==> src/hw/rtl/lcdw_pkg.sv <==
// ----------------------------------------------------------------------------
// lcdw_pkg
// Shared types, constants and the microcode table of the character LCD
// 4-bit write sequencer.
// ----------------------------------------------------------------------------
package lcdw_pkg;

	localparam int LINE_COLUMNS = 16;

	localparam int OP_W    = 3;
	localparam int BYTE_W  = 8;
	localparam int NIB_W   = 4;
	localparam int HOLD_W  = 18;
	localparam int CFG_IDX_W  = 3;
	localparam int CFG_DATA_W = 17;

	localparam int PULSE_W  = 8;
	localparam int SETTLE_W = 10;
	localparam int BWAIT_W  = 16;
	localparam int LWAIT_W  = 16;
	localparam int PWAIT_W  = 17;

	localparam int STEP_W = 5;

	typedef enum logic [OP_W-1:0] {
		OP_COMMAND = 3'd0,
		OP_DATA    = 3'd1,
		OP_CURSOR  = 3'd2,
		OP_CLEAR   = 3'd3,
		OP_INIT    = 3'd4
	} op_t;

	typedef enum logic [CFG_IDX_W-1:0] {
		REG_ENABLE_PULSE = 3'd0,
		REG_NIBBLE_SETTLE = 3'd1,
		REG_BYTE_WAIT    = 3'd2,
		REG_LONG_WAIT    = 3'd3,
		REG_POWER_UP     = 3'd4
	} reg_idx_t;

	localparam logic [PULSE_W-1:0]  RST_ENABLE_PULSE  = PULSE_W'(1);
	localparam logic [SETTLE_W-1:0] RST_NIBBLE_SETTLE = SETTLE_W'(50);
	localparam logic [BWAIT_W-1:0]  RST_BYTE_WAIT     = BWAIT_W'(2000);
	localparam logic [LWAIT_W-1:0]  RST_LONG_WAIT     = LWAIT_W'(5000);
	localparam logic [PWAIT_W-1:0]  RST_POWER_UP      = PWAIT_W'(50000);

	localparam logic [BYTE_W-1:0] CURSOR_ROW0 = 8'h80;
	localparam logic [BYTE_W-1:0] CURSOR_ROW1 = 8'hC0;
	localparam logic [BYTE_W-1:0] CMD_CLEAR   = 8'h01;

	typedef struct packed {
		logic [PULSE_W-1:0]  enable_pulse;
		logic [SETTLE_W-1:0] nibble_settle;
		logic [BWAIT_W-1:0]  byte_wait;
		logic [LWAIT_W-1:0]  long_wait;
		logic [PWAIT_W-1:0]  power_up;
	} cfg_t;

	typedef enum logic [1:0] {
		NIB_HI    = 2'd0,
		NIB_LO    = 2'd1,
		NIB_CONST = 2'd2
	} nib_sel_t;

	typedef enum logic [2:0] {
		HOLD_PULSE       = 3'd0,
		HOLD_SETTLE      = 3'd1,
		HOLD_SETTLE_BYTE = 3'd2,
		HOLD_SETTLE_LONG = 3'd3,
		HOLD_SETTLE_BYTE_LONG = 3'd4,
		HOLD_POWER       = 3'd5
	} hold_sel_t;

	typedef enum logic [1:0] {
		SEQ_NEXT     = 2'd0,
		SEQ_BR_CLEAR = 2'd1,
		SEQ_END      = 2'd2
	} seq_t;

	typedef struct packed {
		logic             en;
		nib_sel_t         nib_sel;
		logic [NIB_W-1:0] nib_const;
		hold_sel_t        hold_sel;
		seq_t             seq;
	} ctrl_t;

	localparam logic [STEP_W-1:0] STEP_BYTE       = 5'd0;
	localparam logic [STEP_W-1:0] STEP_INIT       = 5'd4;
	localparam logic [STEP_W-1:0] STEP_CLEAR_TAIL = 5'd29;

	function automatic ctrl_t lcdw_ucode(input logic [STEP_W-1:0] step);
		ctrl_t w;
		unique case (step)
			// byte routine, nibbles from the latched byte
			5'd0:  w = '{1'b1, NIB_HI, 4'h0, HOLD_PULSE, SEQ_NEXT};
			5'd1:  w = '{1'b0, NIB_HI, 4'h0, HOLD_SETTLE, SEQ_NEXT};
			5'd2:  w = '{1'b1, NIB_LO, 4'h0, HOLD_PULSE, SEQ_BR_CLEAR};
			5'd3:  w = '{1'b0, NIB_LO, 4'h0, HOLD_SETTLE_BYTE, SEQ_END};
			// init program
			5'd4:  w = '{1'b0, NIB_CONST, 4'h0, HOLD_POWER, SEQ_NEXT};
			5'd5:  w = '{1'b1, NIB_CONST, 4'h3, HOLD_PULSE, SEQ_NEXT};
			5'd6:  w = '{1'b0, NIB_CONST, 4'h3, HOLD_SETTLE_LONG, SEQ_NEXT};
			5'd7:  w = '{1'b1, NIB_CONST, 4'h3, HOLD_PULSE, SEQ_NEXT};
			5'd8:  w = '{1'b0, NIB_CONST, 4'h3, HOLD_SETTLE_LONG, SEQ_NEXT};
			5'd9:  w = '{1'b1, NIB_CONST, 4'h3, HOLD_PULSE, SEQ_NEXT};
			5'd10: w = '{1'b0, NIB_CONST, 4'h3, HOLD_SETTLE_LONG, SEQ_NEXT};
			5'd11: w = '{1'b1, NIB_CONST, 4'h2, HOLD_PULSE, SEQ_NEXT};
			5'd12: w = '{1'b0, NIB_CONST, 4'h2, HOLD_SETTLE_LONG, SEQ_NEXT};
			5'd13: w = '{1'b1, NIB_CONST, 4'h2, HOLD_PULSE, SEQ_NEXT};
			5'd14: w = '{1'b0, NIB_CONST, 4'h2, HOLD_SETTLE, SEQ_NEXT};
			5'd15: w = '{1'b1, NIB_CONST, 4'h8, HOLD_PULSE, SEQ_NEXT};
			5'd16: w = '{1'b0, NIB_CONST, 4'h8, HOLD_SETTLE_BYTE, SEQ_NEXT};
			5'd17: w = '{1'b1, NIB_CONST, 4'h0, HOLD_PULSE, SEQ_NEXT};
			5'd18: w = '{1'b0, NIB_CONST, 4'h0, HOLD_SETTLE, SEQ_NEXT};
			5'd19: w = '{1'b1, NIB_CONST, 4'hC, HOLD_PULSE, SEQ_NEXT};
			5'd20: w = '{1'b0, NIB_CONST, 4'hC, HOLD_SETTLE_BYTE, SEQ_NEXT};
			5'd21: w = '{1'b1, NIB_CONST, 4'h0, HOLD_PULSE, SEQ_NEXT};
			5'd22: w = '{1'b0, NIB_CONST, 4'h0, HOLD_SETTLE, SEQ_NEXT};
			5'd23: w = '{1'b1, NIB_CONST, 4'h1, HOLD_PULSE, SEQ_NEXT};
			5'd24: w = '{1'b0, NIB_CONST, 4'h1, HOLD_SETTLE_BYTE_LONG, SEQ_NEXT};
			5'd25: w = '{1'b1, NIB_CONST, 4'h0, HOLD_PULSE, SEQ_NEXT};
			5'd26: w = '{1'b0, NIB_CONST, 4'h0, HOLD_SETTLE, SEQ_NEXT};
			5'd27: w = '{1'b1, NIB_CONST, 4'h6, HOLD_PULSE, SEQ_NEXT};
			5'd28: w = '{1'b0, NIB_CONST, 4'h6, HOLD_SETTLE_BYTE, SEQ_END};
			// clear tail: low nibble with the long wait added
			5'd29: w = '{1'b0, NIB_LO, 4'h0, HOLD_SETTLE_BYTE_LONG, SEQ_END};
			default: w = '{1'b0, NIB_CONST, 4'h0, HOLD_PULSE, SEQ_END};
		endcase
		return w;
	endfunction

endpackage

==> src/hw/rtl/lcdw_hold_sum.sv <==
// ----------------------------------------------------------------------------
// lcdw_hold_sum
// Forms the hold time of one phase from the timing registers.
// ----------------------------------------------------------------------------
module lcdw_hold_sum (
	input  lcdw_pkg::cfg_t                 cfg,
	input  lcdw_pkg::hold_sel_t            hold_sel,
	output logic [lcdw_pkg::HOLD_W-1:0]    hold
);
	import lcdw_pkg::*;

	logic [HOLD_W-1:0] settle;
	logic [HOLD_W-1:0] bwait;
	logic [HOLD_W-1:0] lwait;

	assign settle = HOLD_W'(cfg.nibble_settle);
	assign bwait  = HOLD_W'(cfg.byte_wait);
	assign lwait  = HOLD_W'(cfg.long_wait);

	always_comb begin
		unique case (hold_sel)
			HOLD_PULSE:            hold = HOLD_W'(cfg.enable_pulse);
			HOLD_SETTLE:           hold = settle;
			HOLD_SETTLE_BYTE:      hold = settle + bwait;
			HOLD_SETTLE_LONG:      hold = settle + lwait;
			HOLD_SETTLE_BYTE_LONG: hold = settle + bwait + lwait;
			HOLD_POWER:            hold = HOLD_W'(cfg.power_up);
			default:               hold = '0;
		endcase
	end

endmodule

==> src/hw/rtl/char_lcd_nibble_write_sequencer.sv <==
// ----------------------------------------------------------------------------
// char_lcd_nibble_write_sequencer
// Turns LCD requests into pin phases for a 4-bit character display bus.
// ----------------------------------------------------------------------------
// A request is latched into the step counter and byte register; its phases
// go to the output register one phase per cycle while it is not stalled.
// Byte, cursor and clear run the byte routine, init the init program, and codes 5-7 are dropped.
// The next request is taken in the cycle that issues the final phase.
// Reset: timing registers return to defaults, sequencer idle, output empty.
module char_lcd_nibble_write_sequencer (
	input  logic                               clk,
	input  logic                               arst_n,
	input  logic                               cfg_write,
	input  logic [lcdw_pkg::CFG_IDX_W-1:0]     cfg_index,
	input  logic [lcdw_pkg::CFG_DATA_W-1:0]    cfg_data,
	input  logic                               in_valid,
	output logic                               in_ready,
	input  logic [lcdw_pkg::OP_W-1:0]          operation,
	input  logic [lcdw_pkg::BYTE_W-1:0]        byte_value,
	input  logic [lcdw_pkg::BYTE_W-1:0]        column,
	input  logic [lcdw_pkg::BYTE_W-1:0]        row,
	output logic                               out_valid,
	input  logic                               out_ready,
	output logic                               reg_select,
	output logic                               enable,
	output logic [lcdw_pkg::NIB_W-1:0]         data_nibble,
	output logic [lcdw_pkg::HOLD_W-1:0]        hold_us,
	output logic                               last
);
	import lcdw_pkg::*;

	cfg_t               cfg_q;
	logic               busy_q;
	logic [STEP_W-1:0]  step_q;
	logic [BYTE_W-1:0]  byte_q;
	logic               rs_q;
	logic               clear_q;

	logic               out_valid_q;
	logic               out_rs_q;
	logic               out_en_q;
	logic [NIB_W-1:0]   out_nib_q;
	logic [HOLD_W-1:0]  out_hold_q;
	logic               out_last_q;

	ctrl_t              ctrl;
	logic               adv;
	logic               done;
	logic               accept;
	logic               op_ok;
	logic [STEP_W-1:0]  step_next;
	logic [STEP_W-1:0]  entry_step;
	logic [BYTE_W-1:0]  entry_byte;
	logic [BYTE_W-1:0]  col_c;
	logic [NIB_W-1:0]   nib;
	logic [HOLD_W-1:0]  hold;

	// configuration registers
	always_ff @(posedge clk or negedge arst_n) begin
		if (!arst_n) begin
			cfg_q.enable_pulse  <= RST_ENABLE_PULSE;
			cfg_q.nibble_settle <= RST_NIBBLE_SETTLE;
			cfg_q.byte_wait     <= RST_BYTE_WAIT;
			cfg_q.long_wait     <= RST_LONG_WAIT;
			cfg_q.power_up      <= RST_POWER_UP;
		end else if (cfg_write) begin
			unique case (cfg_index)
				REG_ENABLE_PULSE:  cfg_q.enable_pulse  <= cfg_data[PULSE_W-1:0];
				REG_NIBBLE_SETTLE: cfg_q.nibble_settle <= cfg_data[SETTLE_W-1:0];
				REG_BYTE_WAIT:     cfg_q.byte_wait     <= cfg_data[BWAIT_W-1:0];
				REG_LONG_WAIT:     cfg_q.long_wait     <= cfg_data[LWAIT_W-1:0];
				REG_POWER_UP:      cfg_q.power_up      <= cfg_data[PWAIT_W-1:0];
				default: ;
			endcase
		end
	end

	assign ctrl   = lcdw_ucode(step_q);
	assign adv    = busy_q && (!out_valid_q || out_ready);
	assign done   = adv && (ctrl.seq == SEQ_END);
	assign in_ready = !busy_q || done;
	assign accept = in_valid && in_ready;
	assign op_ok  = (operation <= OP_W'(OP_INIT));

	always_comb begin
		unique case (ctrl.seq)
			SEQ_BR_CLEAR: step_next = clear_q ? STEP_CLEAR_TAIL : step_q + STEP_W'(1);
			default:      step_next = step_q + STEP_W'(1);
		endcase
	end

	assign col_c = (column < BYTE_W'(LINE_COLUMNS)) ? column : '0;

	always_comb begin
		entry_step = STEP_BYTE;
		entry_byte = byte_value;
		unique case (operation)
			OP_CURSOR: entry_byte = ((row == BYTE_W'(1)) ? CURSOR_ROW1 : CURSOR_ROW0) + col_c;
			OP_CLEAR:  entry_byte = CMD_CLEAR;
			OP_INIT:   entry_step = STEP_INIT;
			default: ;
		endcase
	end

	always_ff @(posedge clk or negedge arst_n) begin
		if (!arst_n) begin
			busy_q <= 1'b0;
			step_q <= '0;
		end else begin
			if (accept && op_ok) begin
				busy_q <= 1'b1;
				step_q <= entry_step;
			end else if (done) begin
				busy_q <= 1'b0;
			end else if (adv) begin
				step_q <= step_next;
			end
		end
	end

	always_ff @(posedge clk) begin
		if (accept) begin
			byte_q  <= entry_byte;
			rs_q    <= (operation == OP_W'(OP_DATA));
			clear_q <= (operation == OP_W'(OP_CLEAR));
		end
	end

	always_comb begin
		unique case (ctrl.nib_sel)
			NIB_HI:  nib = byte_q[BYTE_W-1:NIB_W];
			NIB_LO:  nib = byte_q[NIB_W-1:0];
			default: nib = ctrl.nib_const;
		endcase
	end

	lcdw_hold_sum u_hold (
		.cfg      (cfg_q),
		.hold_sel (ctrl.hold_sel),
		.hold     (hold)
	);

	// output register
	always_ff @(posedge clk or negedge arst_n) begin
		if (!arst_n) begin
			out_valid_q <= 1'b0;
		end else if (adv) begin
			out_valid_q <= 1'b1;
		end else if (out_ready) begin
			out_valid_q <= 1'b0;
		end
	end

	always_ff @(posedge clk) begin
		if (adv) begin
			out_rs_q   <= rs_q;
			out_en_q   <= ctrl.en;
			out_nib_q  <= nib;
			out_hold_q <= hold;
			out_last_q <= (ctrl.seq == SEQ_END);
		end
	end

	assign out_valid   = out_valid_q;
	assign reg_select  = out_rs_q;
	assign enable      = out_en_q;
	assign data_nibble = out_nib_q;
	assign hold_us     = out_hold_q;
	assign last        = out_last_q;

endmodule

==> config.mk <==
export PLATFORM = sky130hd
export DESIGN_NAME = char_lcd_nibble_write_sequencer
export DESIGN_NICKNAME = d
export VERILOG_FILES = /design/src/hw/rtl/lcdw_pkg.sv /design/src/hw/rtl/lcdw_hold_sum.sv /design/src/hw/rtl/char_lcd_nibble_write_sequencer.sv
export SDC_FILE = /design/constraint.sdc
export NUM_CORES = 1
export LEC_CHECK = 0
export BUFFER_PORTS_ARGS = -buffer_cell sky130_fd_sc_hd__buf_2
export CORE_AREA = 5 5 132 196
export DETAILED_ROUTE_END_ITERATION = 8
export DIE_AREA = 0 0 137 201
export SLEW_MARGIN = 0
export SYNTH_ARGS = -nofsm -noshare
export SYNTH_HDL_FRONTEND = slang
export SYNTH_HIERARCHICAL = 1
export SYNTH_SLANG_ARGS = --single-unit
==> constraint.sdc <==
create_clock -name clk -period 5.8 [get_ports clk]
set_input_delay 0.58 -clock clk [delete_from_list [all_inputs] [get_ports clk]]
set_output_delay 0.58 -clock clk [all_outputs]
set_load 0.02 [all_outputs]
==> impl_metrics.py <==
metrics = {
    "die": {
        "boundaryPins": 79,
        "dieHeight_um": 201,
        "dieWidth_um": 137,
        "core-area_sq_um": 24100,
        "initial_core_utilization_pct": 29.3,
        "die_area_sq_um": 27500,
        "placementRows": 70,
    },
    "sta": {
        "period_needed_ps": 4070,
        "final_hold_viol_count": 0,
        "setup_viol": 0,
        "maxSlewHeadroom_pct": 34.0,
        "final_min_period_over_clock_period_pct": 70.2,
        "slew_worst_pin_ps": 990,
        "fmaxAchievable_mhz": 246,
        "rsz0062_at_grt": "false",
        "timing.setup.tns_ps": 0,
        "final_max_slew_viol_count": 0,
        "fin_worst_skew_ps": 14.5,
    },
    "logic_synthesis": {
        "yosysTopAreaCellShare_pct": 18.8,
        "ys_types": 72,
        "syn_inst": 651,
        "ys_warn_count": 6,
        "mappedNetlistArea_sq_um": 7050,
        "synth.avg_cell_area_sq_um": 10.8,
        "postSynthRegisterBits": 109,
        "netlist.top_cell.by_area": "sky130_fd_sc_hd__dfrtp_1",
        "synth_sequential_area_ratio_pct": 41.6,
        "synth-edff-count": 35,
        "synth.area.top_cells": "sky130_fd_sc_hd__dfrtp_1, sky130_fd_sc_hd__edfxtp_1, sky130_fd_sc_hd__mux2_2",
        "synth.net_count": 752,
        "yosys_most_used_dff": "sky130_fd_sc_hd__dfrtp_1",
        "async_flop_share_pct": 67.9,
    },
    "critical_path": {
        "crit_path_max_incr_delay_ps": 610,
        "cp-start-kind": "flip-flop",
        "cp_common_cell": "sky130_fd_sc_hd__ha_1",
        "criticalPathCategory": "reg -> reg",
        "timing.critical_path.cells": "ha_1, a21o_1, nand4_1, nand3_1, a41o_1, a211oi_2, xnor2_1, ha_1, nand2_1, nor2_1, a31oi_1, o311ai_0, o21a_1, xor2_1, a221o_1",
        "slowest_stage": "sky130_fd_sc_hd__dfstp_2",
        "arrival_ps": 4180,
        "cp_required_ps": 5900,
        "worstPathMaxFanout": 6,
        "kind_of_end_point_of_the_critical_path": "flip-flop",
    },
    "detailed_routing": {
        "number_of_design_rule_violations_left_after_detail_routing": 0,
        "drt_iter0_drc": 265,
        "vias": 5366,
        "route.detailed.wl_per_inst_um": 18.0,
        "postRouteWirelength_um": 19000,
        "antenna_left": 0,
        "detailedRoute.firstPassIterationCount": 5,
        "vias_per_cell": 5.09,
    },
    "clock_network": {
        "cts.sink_count": 109,
        "cts_tree": "built",
        "tritoncts.num_buffers": 9,
        "clock_path_buffers": 2,
        "h-tree-depth": 3,
        "clk-insertion-delay-late_ps": 360,
        "clock_tree.root_cell": "sky130_fd_sc_hd__clkbuf_16",
        "cts.reportedPaths.clkPinSlew_ps": 80,
        "cts_post_setup_buffers_inserted": 0,
        "post_cts_resized": 0,
    },
    "finish": {
        "insertedDiodeCount": 0,
        "final_stage_net_count": 826,
        "final_cell_mix": "sky130_fd_sc_hd__buf_2, sky130_fd_sc_hd__mux2_2, sky130_fd_sc_hd__dfrtp_1",
        "syn_to_layout_area_delta_pct": 15.0,
        "drive_gt1_share_pct": 29.0,
        "fillCellCount": 2448,
        "regArea_sq_um": 2930,
        "mostFrequentLayoutCell": "sky130_fd_sc_hd__buf_2",
        "multiInputGateArea_sq_um": 3920,
        "final-instance-count-excl-fill": 1054,
    },
    "grt": {
        "grt_pass1_vias": 5622,
        "wire_length_of_the_first_global_routing_pass_um": 30000,
        "grt_antenna_before_repair": 1,
        "grt_start_max_net_pins": 74,
        "grt_usage_pct": 14.1,
        "globalRouteOverflowTotal": 0,
    },
    "pwr": {
        "cell_pwr_density_nw_per_um2": 550,
        "static-leakage-power_nw": 3.39,
        "vdd.ir_drop.worst_mv": 0.196,
    },
    "placement": {
        "gp_congestion": 0.908,
        "detailedPlacementHpwl_um": 14800,
        "dp_cells": 1037,
        "io_buffers": 78,
    },
    "run": {
        "drv.max_cap_violation_count": 0,
    },
    "worst_hold_path": {
        "hp-class": "reg -> reg",
    },
    "status": {
        "status": "completed",
    },
}
[final timing paths]
kind | slack [ps] | cells after the start | end | start
max reg2reg | 1730 | 15 | hold_us[15]$_DFFE_PP_ | cfg_q[50]$_DFFE_PN1P_
min | 420 | 0 | reg_select$_DFFE_PP_ | rs_q$_DFFE_PP_
max in group asynchronous | 4110 | 3 | cfg_q[11]$_DFFE_PN0P_ | arst_n
min reg2reg | 420 | 0 | reg_select$_DFFE_PP_ | rs_q$_DFFE_PP_
min in group asynchronous | 560 | 2 | out_valid$_DFFE_PN0P_ | arst_n
max | 1730 | 15 | hold_us[15]$_DFFE_PP_ | cfg_q[50]$_DFFE_PN1P_
[state kept, by name, summed over array words and instances, names as in the netlist]
name         flops
out_valid        1
hold_us         18
step_q           5
last             1
cfg_q           67
clear_q          1
reg_select       1
byte_q           8
busy_q           1
rs_q             1
enable           1
data_nibble      4
[area by class of cell]
cell class                 instances  share of cell area (%)
multi-input combinational        492                    48.3
sequential                       109                    36.2
timing repair buffer              86                    5.62
tap                              324                    5.00
clock buffer                      11                    2.92
inverter                          27                    1.25
clock inverter                     5                   0.710
[per-stage QoR]
stage / hold WS, ps / total power [mW] / util, % / worst slack [ps] / instance area, sq um
floorplan: 284 / 3.16 / - / 2310 / 7050
global placement: 375 / 3.83 / 32.4 / 1830 / 7800
detailed placement: 375 / 3.84 / 32.4 / 1790 / 7800
CTS: 425 / 4.48 / 33.6 / 1780 / 8100
global route: 449 / 4.79 / 33.6 / 1500 / 8100
finish: 421 / 4.46 / 33.6 / 1730 / 8100
[logic make-up after synthesis]
| logic type | synth area share, % |
|---|---|
| xor+xnor | 5.10 |
| flops | 41.6 |
| fa+ha+maj | 9.02 |
| buf+inv | 3.28 |
| simple gates | 11.9 |
| compound gates | 16.5 |
| other cells | 0.0532 |
| mux | 12.7 |
[critical path, delay by kind of cell (launching register included)]
kind | cells | cell delay [ps]
xor gates and xnor gates | 2 | 220
AOI/OAI and AO/OA | 7 | 1860
adders and majority gates | 2 | 620
DFF | 1 | 610
and+or+nand+nor | 4 | 540
[power by group]
part,leakage [nW],switching (mW),total [mW],internal [mW]
clock network,0.144,0.279,0.620,0.341
registers,1.20,0.210,1.33,1.12
logic,2.05,1.50,2.51,1.01
total,3.39,1.99,4.46,2.47
[synth_stat cells (8+ instances only)]
cell and n:
sky130_fd_sc_hd__edfxtp_1 35, sky130_fd_sc_hd__dfstp_2 21, sky130_fd_sc_hd__a22oi_1 11, sky130_fd_sc_hd__xor2_1 22, sky130_fd_sc_hd__nand3_1 12, sky130_fd_sc_hd__o22ai_1 8
sky130_fd_sc_hd__ha_1 46, sky130_fd_sc_hd__nand2_1 48, sky130_fd_sc_hd__inv_1 25, sky130_fd_sc_hd__a21oi_1 49, sky130_fd_sc_hd__xnor2_1 19, sky130_fd_sc_hd__a211oi_1 8
sky130_fd_sc_hd__nor2_1 31, sky130_fd_sc_hd__and3_1 9, sky130_fd_sc_hd__mux2_2 67, sky130_fd_sc_hd__o211ai_1 8, sky130_fd_sc_hd__dfrtp_1 53, sky130_fd_sc_hd__nand2b_1 9
sky130_fd_sc_hd__o21ai_0 27, sky130_fd_sc_hd__clkbuf_1 11
[layer usage]
metal / track usage [%] / wire length, um / share of wire [%]
met4: 5.31 / 495 / 2.6
met1: 14.8 / 7000 / 37
met2: 26.9 / 10700 / 56
met5: 0 / 11 / 0.058
met3: 2.56 / 801 / 4.2
[what timing repair did]
| item | CTS | global route |
|---|---|---|
| hold buffers | 1 | 0 |
| endpoints found under the hold margin | 1 | 0 |
| setup endpoints to repair | 0 | 0 |
Note: power is estimated with default switching activity, not from simulation.
